$ cat config.mk
export PLATFORM = sky130hd
export DESIGN_NAME = sorted_software_timer_queue_top
export DESIGN_NICKNAME = d
export VERILOG_FILES = /design/src/hw/rtl/sstq_pkg.sv /design/src/hw/rtl/sorted_software_timer_queue_top.sv /design/src/hw/rtl/sstq_ram.sv
export SDC_FILE = /design/constraint.sdc
export NUM_CORES = 2
export LEC_CHECK = 0
export BUFFER_PORTS_ARGS = -buffer_cell sky130_fd_sc_hd__buf_4
export CELL_PAD_IN_SITES_DETAIL_PLACEMENT = 1
export CELL_PAD_IN_SITES_GLOBAL_PLACEMENT = 2
export CORE_MARGIN = 2
export CORE_UTILIZATION = 34
export CTS_BUF_LIST = sky130_fd_sc_hd__clkbuf_16
export CTS_CLUSTER_DIAMETER = 50
export DETAILED_ROUTE_END_ITERATION = 8
export GPL_ROUTABILITY_DRIVEN = 0
export HOLD_SLACK_MARGIN = 0.1
export PLACE_DENSITY_LB_ADDON = 0.1
export SYNTH_ARGS = -nofsm -noshare
export SYNTH_HDL_FRONTEND = slang
export SYNTH_SLANG_ARGS = --single-unit
$ cat constraint.sdc
create_clock -name aclk -period 9.7 [get_ports aclk]
set_input_delay 1.455 -clock aclk [delete_from_list [all_inputs] [get_ports aclk]]
set_output_delay 1.455 -clock aclk [all_outputs]
set_load 0.02 [all_outputs]
$ cat src/hw/rtl/sstq_pkg.sv
`timescale 1ns / 1ps
// ----------------------------------------------------------------------------
// sstq_pkg
// Shared types, sizes and request codes for the sorted timer queue.
// ----------------------------------------------------------------------------
package sstq_pkg;

    // Number of timer slots and the widths that follow from it.
    localparam int NUM_TIMERS = 16;
    localparam int SLOT_W     = (NUM_TIMERS > 2) ? $clog2(NUM_TIMERS) : 1;
    localparam int LINK_W     = $clog2(NUM_TIMERS + 1);
    localparam logic [LINK_W-1:0] NIL_LINK = LINK_W'(NUM_TIMERS);

    // Fixed field widths of one item.
    localparam int REQ_W   = 2;
    localparam int FSLOT_W = 4;
    localparam int TIME_W  = 32;

    // Request codes.
    typedef enum logic [REQ_W-1:0] {
        REQ_TICK  = 2'd0,
        REQ_INIT  = 2'd1,
        REQ_START = 2'd2,
        REQ_SET   = 2'd3
    } req_t;

    // A link points at a slot when it is below the slot count.
    function automatic logic link_ok(input logic [LINK_W-1:0] link);
        return link < NIL_LINK;
    endfunction

    // Slot index carried by a link.
    function automatic logic [SLOT_W-1:0] link_idx(input logic [LINK_W-1:0] link);
        return SLOT_W'(link);
    endfunction

endpackage

$ cat src/hw/rtl/sorted_software_timer_queue_top.sv
`timescale 1ns / 1ps
// ----------------------------------------------------------------------------
// sorted_software_timer_queue_top
// Timer slots kept in a linked list sorted by deadline, held in RAMs.
// ----------------------------------------------------------------------------
// Usage:
//   The slave channel takes one request item: s_tuser carries the request
//   kind (tick, init, start, set-time) and s_tdata the slot, interval and
//   periodic flag. The master channel returns exactly one result item per
//   request: fired flag, fired slot and status.
//   Requests are handled one at a time. A start or a periodic firing walks
//   the sorted list, reading the deadline and link RAMs for each visited
//   slot, then relinks the slot before the result is handed off. The result
//   sits in an output register; a new request is taken while it waits. If
//   the receiver stalls and a second result is ready, the block holds it and
//   accepts nothing until the register frees.
//   Reset clears the tick count, the list head and all active and periodic
//   flags. Deadline, reload and link RAMs are not cleared: a slot's entries
//   must be written before the list ever reads them; the block does not enforce it.
// ----------------------------------------------------------------------------
module sorted_software_timer_queue_top
    import sstq_pkg::*;
(
    input  logic        aclk,
    input  logic        aresetn,
    input  logic        s_tvalid,
    output logic        s_tready,
    input  logic [39:0] s_tdata,   // slot[3:0], interval[35:4], periodic[36], zero pad
    input  logic [1:0]  s_tuser,   // req_type[1:0]
    output logic        m_tvalid,
    input  logic        m_tready,
    output logic [7:0]  m_tdata    // fired[0], fired_slot[4:1], status[5], zero pad
);

    typedef enum logic [10:0] {
        ST_IDLE  = 11'b00000000001,
        ST_U_RD  = 11'b00000000010,
        ST_U_WR  = 11'b00000000100,
        ST_T_RD  = 11'b00000001000,
        ST_T_CMP = 11'b00000010000,
        ST_D_RD  = 11'b00000100000,
        ST_D_KEY = 11'b00001000000,
        ST_W_RD  = 11'b00010000000,
        ST_W_CMP = 11'b00100000000,
        ST_L_1   = 11'b01000000000,
        ST_L_2   = 11'b10000000000
    } state_t;

    // ST_DONE is folded in: a finished item waits in IDLE-bound hold below.
    state_t                  state_reg, state_next;
    logic                    hold_reg, hold_next;
    logic [TIME_W-1:0]       tick_reg, tick_next;
    logic [LINK_W-1:0]       head_reg, head_next;
    logic [NUM_TIMERS-1:0]   active_reg, active_next;
    logic [NUM_TIMERS-1:0]   periodic_reg, periodic_next;
    logic [SLOT_W-1:0]       slot_reg, slot_next;
    logic [TIME_W-1:0]       key_reg, key_next;
    logic [LINK_W-1:0]       cur_reg, cur_next;
    logic [LINK_W-1:0]       before_reg, before_next;
    logic                    fired_reg, fired_next;
    logic                    status_reg, status_next;
    logic                    m_tvalid_reg, m_tvalid_next;
    logic [7:0]              m_tdata_reg, m_tdata_next;

    // Input fields.
    logic [FSLOT_W-1:0] in_slot;
    logic [TIME_W-1:0]  in_interval;
    logic               in_periodic;
    req_t               in_req;
    logic [SLOT_W-1:0]  in_idx;
    logic               in_slot_ok;
    logic               accept;

    // RAM ports.
    logic                    dl_we, rl_we, nx_we, pv_we;
    logic [SLOT_W-1:0]       dl_waddr, nx_waddr, pv_waddr;
    logic [SLOT_W-1:0]       dl_raddr, rl_raddr, nx_raddr, pv_raddr;
    logic [TIME_W-1:0]       dl_wdata, dl_rdata, rl_rdata;
    logic [LINK_W-1:0]       nx_wdata, pv_wdata, nx_rdata, pv_rdata;

    assign in_slot     = s_tdata[3:0];
    assign in_interval = s_tdata[35:4];
    assign in_periodic = s_tdata[36];
    assign in_req      = req_t'(s_tuser);
    assign in_idx      = SLOT_W'(in_slot);
    assign in_slot_ok  = 32'(in_slot) < NUM_TIMERS;

    assign s_tready = (state_reg == ST_IDLE) && !hold_reg;
    assign accept   = s_tvalid && s_tready;
    assign m_tvalid = m_tvalid_reg;
    assign m_tdata  = m_tdata_reg;

    // Slot RAMs: deadline, reload, next link and previous link.
    sstq_ram #(.WIDTH(TIME_W), .DEPTH(NUM_TIMERS)) u_deadline_ram (
        .aclk(aclk), .we(dl_we), .waddr(dl_waddr), .wdata(dl_wdata),
        .raddr(dl_raddr), .rdata(dl_rdata)
    );
    sstq_ram #(.WIDTH(TIME_W), .DEPTH(NUM_TIMERS)) u_reload_ram (
        .aclk(aclk), .we(rl_we), .waddr(in_idx), .wdata(in_interval),
        .raddr(rl_raddr), .rdata(rl_rdata)
    );
    sstq_ram #(.WIDTH(LINK_W), .DEPTH(NUM_TIMERS)) u_next_ram (
        .aclk(aclk), .we(nx_we), .waddr(nx_waddr), .wdata(nx_wdata),
        .raddr(nx_raddr), .rdata(nx_rdata)
    );
    sstq_ram #(.WIDTH(LINK_W), .DEPTH(NUM_TIMERS)) u_prev_ram (
        .aclk(aclk), .we(pv_we), .waddr(pv_waddr), .wdata(pv_wdata),
        .raddr(pv_raddr), .rdata(pv_rdata)
    );

    // Request sequencer: accept, unlink, tick check, sorted walk, relink.
    always_comb begin
        state_next    = state_reg;
        hold_next     = hold_reg;
        tick_next     = tick_reg;
        head_next     = head_reg;
        active_next   = active_reg;
        periodic_next = periodic_reg;
        slot_next     = slot_reg;
        key_next      = key_reg;
        cur_next      = cur_reg;
        before_next   = before_reg;
        fired_next    = fired_reg;
        status_next   = status_reg;
        m_tvalid_next = m_tvalid_reg;
        m_tdata_next  = m_tdata_reg;

        dl_we    = 1'b0;
        dl_waddr = in_idx;
        dl_wdata = in_interval + tick_reg;
        dl_raddr = slot_reg;
        rl_we    = 1'b0;
        rl_raddr = link_idx(head_reg);
        nx_we    = 1'b0;
        nx_waddr = slot_reg;
        nx_wdata = NIL_LINK;
        nx_raddr = slot_reg;
        pv_we    = 1'b0;
        pv_waddr = slot_reg;
        pv_wdata = NIL_LINK;
        pv_raddr = slot_reg;

        // The output register drains independently of the sequencer.
        if (m_tvalid_reg && m_tready) begin
            m_tvalid_next = 1'b0;
        end

        case (state_reg)
            ST_IDLE: begin
                if (accept) begin
                    slot_next   = in_idx;
                    fired_next  = 1'b0;
                    status_next = 1'b0;
                    hold_next   = 1'b1;
                    if (in_req == REQ_TICK) begin
                        tick_next = tick_reg + 1'b1;
                        if (link_ok(head_reg)) begin
                            hold_next  = 1'b0;
                            state_next = ST_T_RD;
                        end
                    end else if (!in_slot_ok) begin
                        status_next = 1'b1;
                    end else if (in_req == REQ_START) begin
                        if (active_reg[in_idx]) begin
                            status_next = 1'b1;
                        end else begin
                            active_next[in_idx] = 1'b1;
                            hold_next           = 1'b0;
                            state_next          = ST_D_RD;
                        end
                    end else begin
                        // Init and set-time write the new deadline at once.
                        dl_we = 1'b1;
                        if (in_req == REQ_INIT) begin
                            rl_we                 = 1'b1;
                            periodic_next[in_idx] = in_periodic;
                        end
                        if (active_reg[in_idx]) begin
                            active_next[in_idx] = 1'b0;
                            hold_next           = 1'b0;
                            state_next          = ST_U_RD;
                        end
                    end
                end
            end
            ST_U_RD: begin
                hold_next  = 1'b1;
                state_next = ST_U_WR;
            end
            ST_U_WR: begin
                // Bridge the neighbors of the removed slot.
                if (link_ok(pv_rdata)) begin
                    nx_we    = 1'b1;
                    nx_waddr = link_idx(pv_rdata);
                    nx_wdata = nx_rdata;
                end else begin
                    head_next = nx_rdata;
                end
                if (link_ok(nx_rdata)) begin
                    pv_we    = 1'b1;
                    pv_waddr = link_idx(nx_rdata);
                    pv_wdata = pv_rdata;
                end
                state_next = ST_IDLE;
            end
            ST_T_RD: begin
                dl_raddr   = link_idx(head_reg);
                nx_raddr   = link_idx(head_reg);
                state_next = ST_T_CMP;
            end
            ST_T_CMP: begin
                hold_next  = 1'b1;
                state_next = ST_IDLE;
                if (dl_rdata <= tick_reg) begin
                    // The head expires: pop it off the list.
                    fired_next = 1'b1;
                    slot_next  = link_idx(head_reg);
                    head_next  = nx_rdata;
                    if (link_ok(nx_rdata)) begin
                        pv_we    = 1'b1;
                        pv_waddr = link_idx(nx_rdata);
                        pv_wdata = NIL_LINK;
                    end
                    if (periodic_reg[link_idx(head_reg)]) begin
                        key_next    = rl_rdata + tick_reg;
                        dl_we       = 1'b1;
                        dl_waddr    = link_idx(head_reg);
                        dl_wdata    = rl_rdata + tick_reg;
                        cur_next    = nx_rdata;
                        before_next = NIL_LINK;
                        hold_next   = 1'b0;
                        state_next  = ST_W_RD;
                    end else begin
                        active_next[link_idx(head_reg)] = 1'b0;
                    end
                end
            end
            ST_D_RD: begin
                state_next = ST_D_KEY;
            end
            ST_D_KEY: begin
                key_next    = dl_rdata;
                cur_next    = head_reg;
                before_next = NIL_LINK;
                state_next  = ST_W_RD;
            end
            ST_W_RD: begin
                dl_raddr = link_idx(cur_reg);
                nx_raddr = link_idx(cur_reg);
                if (link_ok(cur_reg)) begin
                    state_next = ST_W_CMP;
                end else begin
                    state_next = ST_L_1;
                end
            end
            ST_W_CMP: begin
                // Stop before the first slot with a later deadline.
                if (dl_rdata > key_reg) begin
                    state_next = ST_L_1;
                end else begin
                    before_next = cur_reg;
                    cur_next    = nx_rdata;
                    state_next  = ST_W_RD;
                end
            end
            ST_L_1: begin
                nx_we      = 1'b1;
                nx_wdata   = cur_reg;
                pv_we      = 1'b1;
                pv_wdata   = before_reg;
                state_next = ST_L_2;
            end
            ST_L_2: begin
                if (link_ok(before_reg)) begin
                    nx_we    = 1'b1;
                    nx_waddr = link_idx(before_reg);
                    nx_wdata = LINK_W'(slot_reg);
                end else begin
                    head_next = LINK_W'(slot_reg);
                end
                if (link_ok(cur_reg)) begin
                    pv_we    = 1'b1;
                    pv_waddr = link_idx(cur_reg);
                    pv_wdata = LINK_W'(slot_reg);
                end
                hold_next  = 1'b1;
                state_next = ST_IDLE;
            end
            default: begin
                state_next = ST_IDLE;
            end
        endcase

        // A finished item moves to the output register once it is free.
        if (hold_reg && (!m_tvalid_reg || m_tready)) begin
            hold_next     = 1'b0;
            m_tvalid_next = 1'b1;
            m_tdata_next  = {2'b00, status_reg,
                             fired_reg ? FSLOT_W'(slot_reg) : {FSLOT_W{1'b0}},
                             fired_reg};
        end
    end

    // Control state is reset; payload registers are not.
    always_ff @(posedge aclk) begin
        if (!aresetn) begin
            state_reg    <= ST_IDLE;
            hold_reg     <= 1'b0;
            tick_reg     <= '0;
            head_reg     <= NIL_LINK;
            active_reg   <= '0;
            periodic_reg <= '0;
            m_tvalid_reg <= 1'b0;
        end else begin
            state_reg    <= state_next;
            hold_reg     <= hold_next;
            tick_reg     <= tick_next;
            head_reg     <= head_next;
            active_reg   <= active_next;
            periodic_reg <= periodic_next;
            m_tvalid_reg <= m_tvalid_next;
        end
        slot_reg    <= slot_next;
        key_reg     <= key_next;
        cur_reg     <= cur_next;
        before_reg  <= before_next;
        fired_reg   <= fired_next;
        status_reg  <= status_next;
        m_tdata_reg <= m_tdata_next;
    end

`ifndef ASSERT_OFF
    // One item at a time: no accept directly after an accept.
    a_one_at_a_time: assert property (@(posedge aclk) disable iff (!aresetn)
        (s_tvalid && s_tready) |=> !s_tready)
        else $error("request accepted while the previous one is in work");

    // A firing result never reports an ignored request.
    a_fired_status: assert property (@(posedge aclk) disable iff (!aresetn)
        (m_tvalid && m_tdata[0]) |-> !m_tdata[5])
        else $error("fired result carries ignored status");

    // Between requests the list head is empty or an active slot.
    a_head_active: assert property (@(posedge aclk) disable iff (!aresetn)
        (state_reg == ST_IDLE && link_ok(head_reg)) |-> active_reg[link_idx(head_reg)])
        else $error("list head is not an active slot");
`endif

endmodule

$ cat src/hw/rtl/sstq_ram.sv
`timescale 1ns / 1ps
// ----------------------------------------------------------------------------
// sstq_ram
// Simple dual-port RAM: one write port, one read port with registered data.
// ----------------------------------------------------------------------------
module sstq_ram #(
    parameter int WIDTH = 32,
    parameter int DEPTH = 16
) (
    input  logic                     aclk,
    input  logic                     we,
    input  logic [$clog2(DEPTH)-1:0] waddr,
    input  logic [WIDTH-1:0]         wdata,
    input  logic [$clog2(DEPTH)-1:0] raddr,
    output logic [WIDTH-1:0]         rdata
);

    logic [WIDTH-1:0] mem [DEPTH];

    // Write and registered read.
    always_ff @(posedge aclk) begin
        if (we) begin
            mem[waddr] <= wdata;
        end
        rdata <= mem[raddr];
    end

endmodule

# After elaboration in Yosys (flattened, before gate mapping)
# Memory sizes are Yosys's and may differ from the RTL's. A register that Yosys moved wholly into a read port is not among the register bits.
# Cells that the tools add are included.
[word_totals] wordCells=202 ram_bits=1184 latchBits=0 memories=4 romBits=0 ff_bits=136 output_inout_bits=10 input_bits=46
[mem_list] memory="u_deadline_ram.mem" words=16 width=32 read_ports=1 rd_clocked_by_memory_dff=1 wr=1 line_no="sstq_ram.sv:18" text="logic [WIDTH-1:0] mem [DEPTH];"
[mem_list] memory="u_reload_ram.mem" words=16 width=32 read_ports=1 rd_clocked_by_memory_dff=1 wr=1 line_no="sstq_ram.sv:18"
[mem_list] memory="u_next_ram.mem" words=16 width=5 read_ports=1 rd_clocked_by_memory_dff=1 wr=1 line_no="sstq_ram.sv:18"
[mem_list] memory="u_prev_ram.mem" words=16 width=5 read_ports=1 rd_clocked_by_memory_dff=1 wr=1 line_no="sstq_ram.sv:18"
[classes] bitwise=8 muxes=106 multipliers=0 n_lt_le_gt_ge=11 n_div=0 shift=0 add_sub_neg=3 eq_ne=26 n_reduce_logical=29
[op_table] op="32-bit two-way mux" count=5
[op_table] op="16-bit two-way mux" count=7
[op_table] op="11-bit case mux with 9 select lines" count=1
[op_table] op="5-bit case mux with 3 select lines" count=5
[op_table] op="11-bit two-way mux" count=6
[op_table] op="5-bit two-way mux" count=13
[op_table] op="32-bit adder" count=2
[op_table] op="32-bit case mux with 2 select lines" count=1
[op_table] op="4-bit two-way mux" count=10
[op_table] op="1-bit two-way mux" count=39
[op_table] op="32-bit by 1-bit adder with 32-bit output, second input constant" count=1
[op_table] op="16-bit AND" count=2
[op_table] op="32-bit greater-than comparator" count=1
[op_table] op="32-bit <= comparator" count=1
[op_table] op="16-bit inverter" count=2
[op_table] op="16-bit case mux with 2 select lines" count=1
[op_table] op="5-bit < comparator, second input constant" count=5
[op_table] op="4-bit case mux with 2 select lines" count=3
[op_table] op="10-bit two-way mux" count=2
[op_table] op="16-bit bitwise mux" count=1
[op_table] op="8-bit two-way mux" count=2
[op_table] op="2-bit != test, second input constant" count=8
[op_table] op="16-bit OR" count=1
[op_table] op="4-bit case mux with 3 select lines" count=1
[op_table] op="other kinds (38)" count=63

# Depth between registers and ports, before layout
[logic_depth] ltp_word=11 mapped_depth=14 ltp_nobuf=13

# Cells and area by module
# From an unflattened synthesis, not the netlist that was laid out.
[hier_totals] hier_cells=3485 area_unflattened_um2=58123.2
[modules_own_cells] module="sstq_ram at u_deadline_ram ..." cells_per_inst=838 instances=2 area_per_inst_um2=19835.3 seq_area_each_um2=16015.4
[modules_own_cells] module="sorted_software_timer_queue_top" cells_per_inst=1499 instances=1 area_per_inst_um2=12026.5 seq_area_each_um2=3263.1
[modules_own_cells] module="sstq_ram at u_next_ram ..." cells_per_inst=155 instances=2 area_per_inst_um2=3213.1 seq_area_each_um2=2502.4

# Least setup slack after synthesis
# OpenSTA, ideal clock, no wires.
[synth_timing] path_kind="flip-flop to flip-flop" start="reg tick_reg[27]" end="mem u_deadline_ram.mem[14][0], enable pin" setup_slack_ps=4079 stages_incl_launch_ff=14 arrival_ps=5151 setup_ps=470 path_cell_list="dfxtp_1 inv_1 ha_1 nand4_1 or4_1 nor4_1 nor2_1 a2bb2oi_1 nand3_1 nor2_1 buf_2 buf_2 nand2_1 a21boi_0"
[synth_between] elab_chain_len=5 elab_cells_between_ends=7
[synth_rtl] item="start: declaration" line_no="sorted_software_timer_queue_top.sv:52" text="logic [TIME_W-1:0] tick_reg, tick_next;"
[synth_rtl] item="start signal: assignment" line_no="sorted_software_timer_queue_top.sv:317" text="tick_reg <= tick_next;"
[synth_rtl] item="32-bit <= comparator (*)" line_no="sorted_software_timer_queue_top.sv:214" text="if (dl_rdata <= tick_reg) begin"
[synth_rtl] item="1-bit two-way mux" line_no="sorted_software_timer_queue_top.sv:214"
[synth_rtl] item="1-bit case mux with 2 select lines" line_no="sorted_software_timer_queue_top.sv:148" text="case (state_reg)"
[synth_rtl] item="1-bit two-way mux" line_no="sstq_ram.sv:22" text="if (we) begin"
[synth_rtl] item="1-bit two-way mux (not written as such)" line_no="sstq_ram.sv:23" text="mem[waddr] <= wdata;"
[synth_rtl] item="end: declaration" line_no="sstq_ram.sv:18"
# Mark *: on every way between the ends. The rest lies on a longest branch, timed or not.

# Final worst setup path
[layout_timing] start="reg tick_reg[29]" end="mem u_deadline_ram.mem[8][8], enable pin"
# The elaborated chain is that of the path after synthesis.

==> qor.yml <==
yosys:
  most_area_consuming_cells_after_synthesis: "edfxtp_1, mux4_2, dfxtp_1, nand2_1, ha_1"
  synth.avg_cell_area_um2: 14.8
  synth_sequential_area_ratio_pct: 68.4
  netlist_area_mm2: 0.0589
  post_synth_edffs: 1238
  postSynth.asyncResetShare_pct: 0
  synth_cells: 3979
  ys_ff_latch: 1394
  top_reg_cell_synth: "edfxtp_1"
  yosysWarnings: 0
  synth_top_cell_area_share_pct: 63.1
  synth_cell_type_count: 81
  netlist.top_cell.by_area: "edfxtp_1"
cts:
  postCtsSetupBuffers: 0
  worst_skew_pair.late_latency_ns: 0.81
  cts_tree: "yes"
  tritoncts_buffer_count: 177
  clock_edge_transition_at_the_registers_on_the_reported_setup_and_hold_paths_ns: 0.05
  cts.sinks: 1394
  buffer_levels_on_the_longest_clock_path: 3
  htree_num_levels: 4
  cts-root-buf: "clkbuf_16"
  post_cts.resized_instances: 0
  cts_hold_buf: 0
routing:
  met3_wirelength_um: 5590
  vias: 33971
  first_iter_violations: 2013
  postRouteAntennaNets: 0
  viasPerCell: 5.19
  route.detailed.drc: 0
  highest_layer: "met4"
  wirelength_met1_um: 74300
  routed_length_on_met2_um: 79600
  first_pass_iters: 6
  wirelength_um: 163000
  detail_route.wl_per_cell_um: 25.0
grt:
  antenna_found_initial: 2
  overflow: 0
  globalRouteTotalUtil_pct: 18.6
  vias_in_the_first_global_route: 35942
  grt_max_degree: 159
  grt_first_pass_wirelength_um: 241000
run_status:
  run_status: "completed"
setup_path:
  worst_ep_required_time_ns: 10.15
  path_class: "register to register"
  cell_family_contributing_the_most_delay_on_the_critical_path: "simple AND/OR/NAND/NOR gates"
  timing.critical_path.slowest_cell_delay_ns: 0.82
  path_buf_inv: 3
  cp_cell_sequence: "inv_1, ha_1, nand4_1, or4_1, nor4_1, nor2_1, a2bb2oi_1, nand3_1, nor2_2, buf_4, mux2i_1, nor2_4, buf_4"
  crit_arrival_ns: 6.24
  critical_path.most_common_cell: "buf_4"
  crit_path_max_fanout: 22
  end_kind: "register"
  slowest_stage: "nor2_4"
  start_kind: "register"
die:
  core_mm2: 0.172
  die_height_um: 420
  number_of_rows_created_at_floorplan: 152
  die_area_mm2: 0.177
  initial_core_util_pct: 34.3
  floorplan.io_pins: 56
  die_x_um: 420
place:
  place.port_buffers: 50
  post-dp-hpwl_um: 95200
  numPlacedInstances: 6201
sta:
  post-route-min-period_ns: 5.80
  grt_setup_unrepaired: "no"
  max_slew.worst_pin.slew_ns: 1.31
  finalSetupViolations: 0
  max_clock_freq_mhz: 173
  post-route-period-util_pct: 59.7
  skew_ns: 0.0339
  tns_ns: 0
  slew_headroom_pct: 12.8
  timing_max_transition_violations_final: 0
  timing_hold_violations_final: 0
pwr:
  powerDensity_mw_per_mm2: 213
  total_leakage_power_nw: 22.6
  ir_drop_worst_case_vdd_mv: 0.185
min_path:
  hold_path_class: "register to register"
cells_and_area:
  finalNetCount: 4247
  fraction_of_final_layout_cells_sized_beyond_drive_strength_1_pct: 15.9
  most_common_cell_after_layout_fill_and_taps_aside: "edfxtp_1"
  commonest_non_fill_non_tap_cells_in_the_layout: "edfxtp_1, nand2_1, a211oi_1"
  area_growth_syn_to_fin_pct: 16.0
  post-route-util_pct: 39.8
  layoutNonFillerInstCount: 6544
  biggestRegsByFlops: "u_deadline_ram.mem x512, u_reload_ram.mem x512"
run:
  cap_viol_max_count: 0
## cell families after synthesis
kind of cell / after synthesis / synth area share (%)
flops: 1394 / 68.4
simple gates: 1006 / 8.09
compound gates: 831 / 9.53
buf+inv: 314 / 2.07
mux: 218 / 7.86
fa+ha+maj: 131 / 2.81
xor+xnor: 84 / 1.25
other cells: 1 / 0.00636
## through the flow
stage	hold slack [ns]	setup slack, ns	power [mW]	cell area [um2]
3_3_place_gp	0.410	3.78	8.08	62400
5_1_grt	0.443	3.54	15.1	68300
2_1_floorplan	0.400	4.08	7.58	58900
6_report	0.429	3.90	14.6	68400
4_1_cts	0.426	3.72	14.8	68300
3_5_place_dp	0.411	3.66	8.08	62400
## final timing paths
path,from,to,slack [ns],depth (start not counted)
worst max-delay path,tick_reg[29],u_deadline_ram.mem[8][8],3.90,13
worst min-delay path,status_reg,m_tdata[5],0.43,0
worst max register to register,tick_reg[29],u_deadline_ram.mem[8][8],3.90,13
worst min register to register,status_reg,m_tdata[5],0.43,0
## synth_stat cells, types with 35 or more instances
cell type,n
dfxtp_1,156
nand2_1,465
a21o_1,47
and2_0,35
o21ai_0,116
a31oi_1,99
clkbuf_1,180
nand3_1,37
edfxtp_1,1238
mux4_2,195
and2_1,139
a21oi_1,158
a211oi_1,200
nor2_1,173
inv_1,91
a311oi_1,80
ha_1,129
xnor2_1,60
## layer usage
layer	vias up	track usage (%)
met5	-	0
met4	0	5.47
met3	232	2.83
met2	518	31.0
met1	17551	25.1
li1	15670	-
## layout make-up
class,count,area (um2)
fill,17163,104000
clock inverter,149,1330
clock buffer,186,4650
tap,2310,2890
sequential,1394,40300
inverter,91,342
timing repair buffer,134,1080
multi-input combinational,2272,17700
antenna,8,20.0
## power by group
group | switching [mW] | total (mW) | leakage (nW) | internal (mW)
Clock | 2.62 | 6.62 | 3.03 | 3.99
Sequential | 0.103 | 6.72 | 12.5 | 6.61
Combinational | 0.820 | 1.22 | 7.03 | 0.403
Total | 3.55 | 14.6 | 22.6 | 11.0
Power figures use the tool's default switching activity.
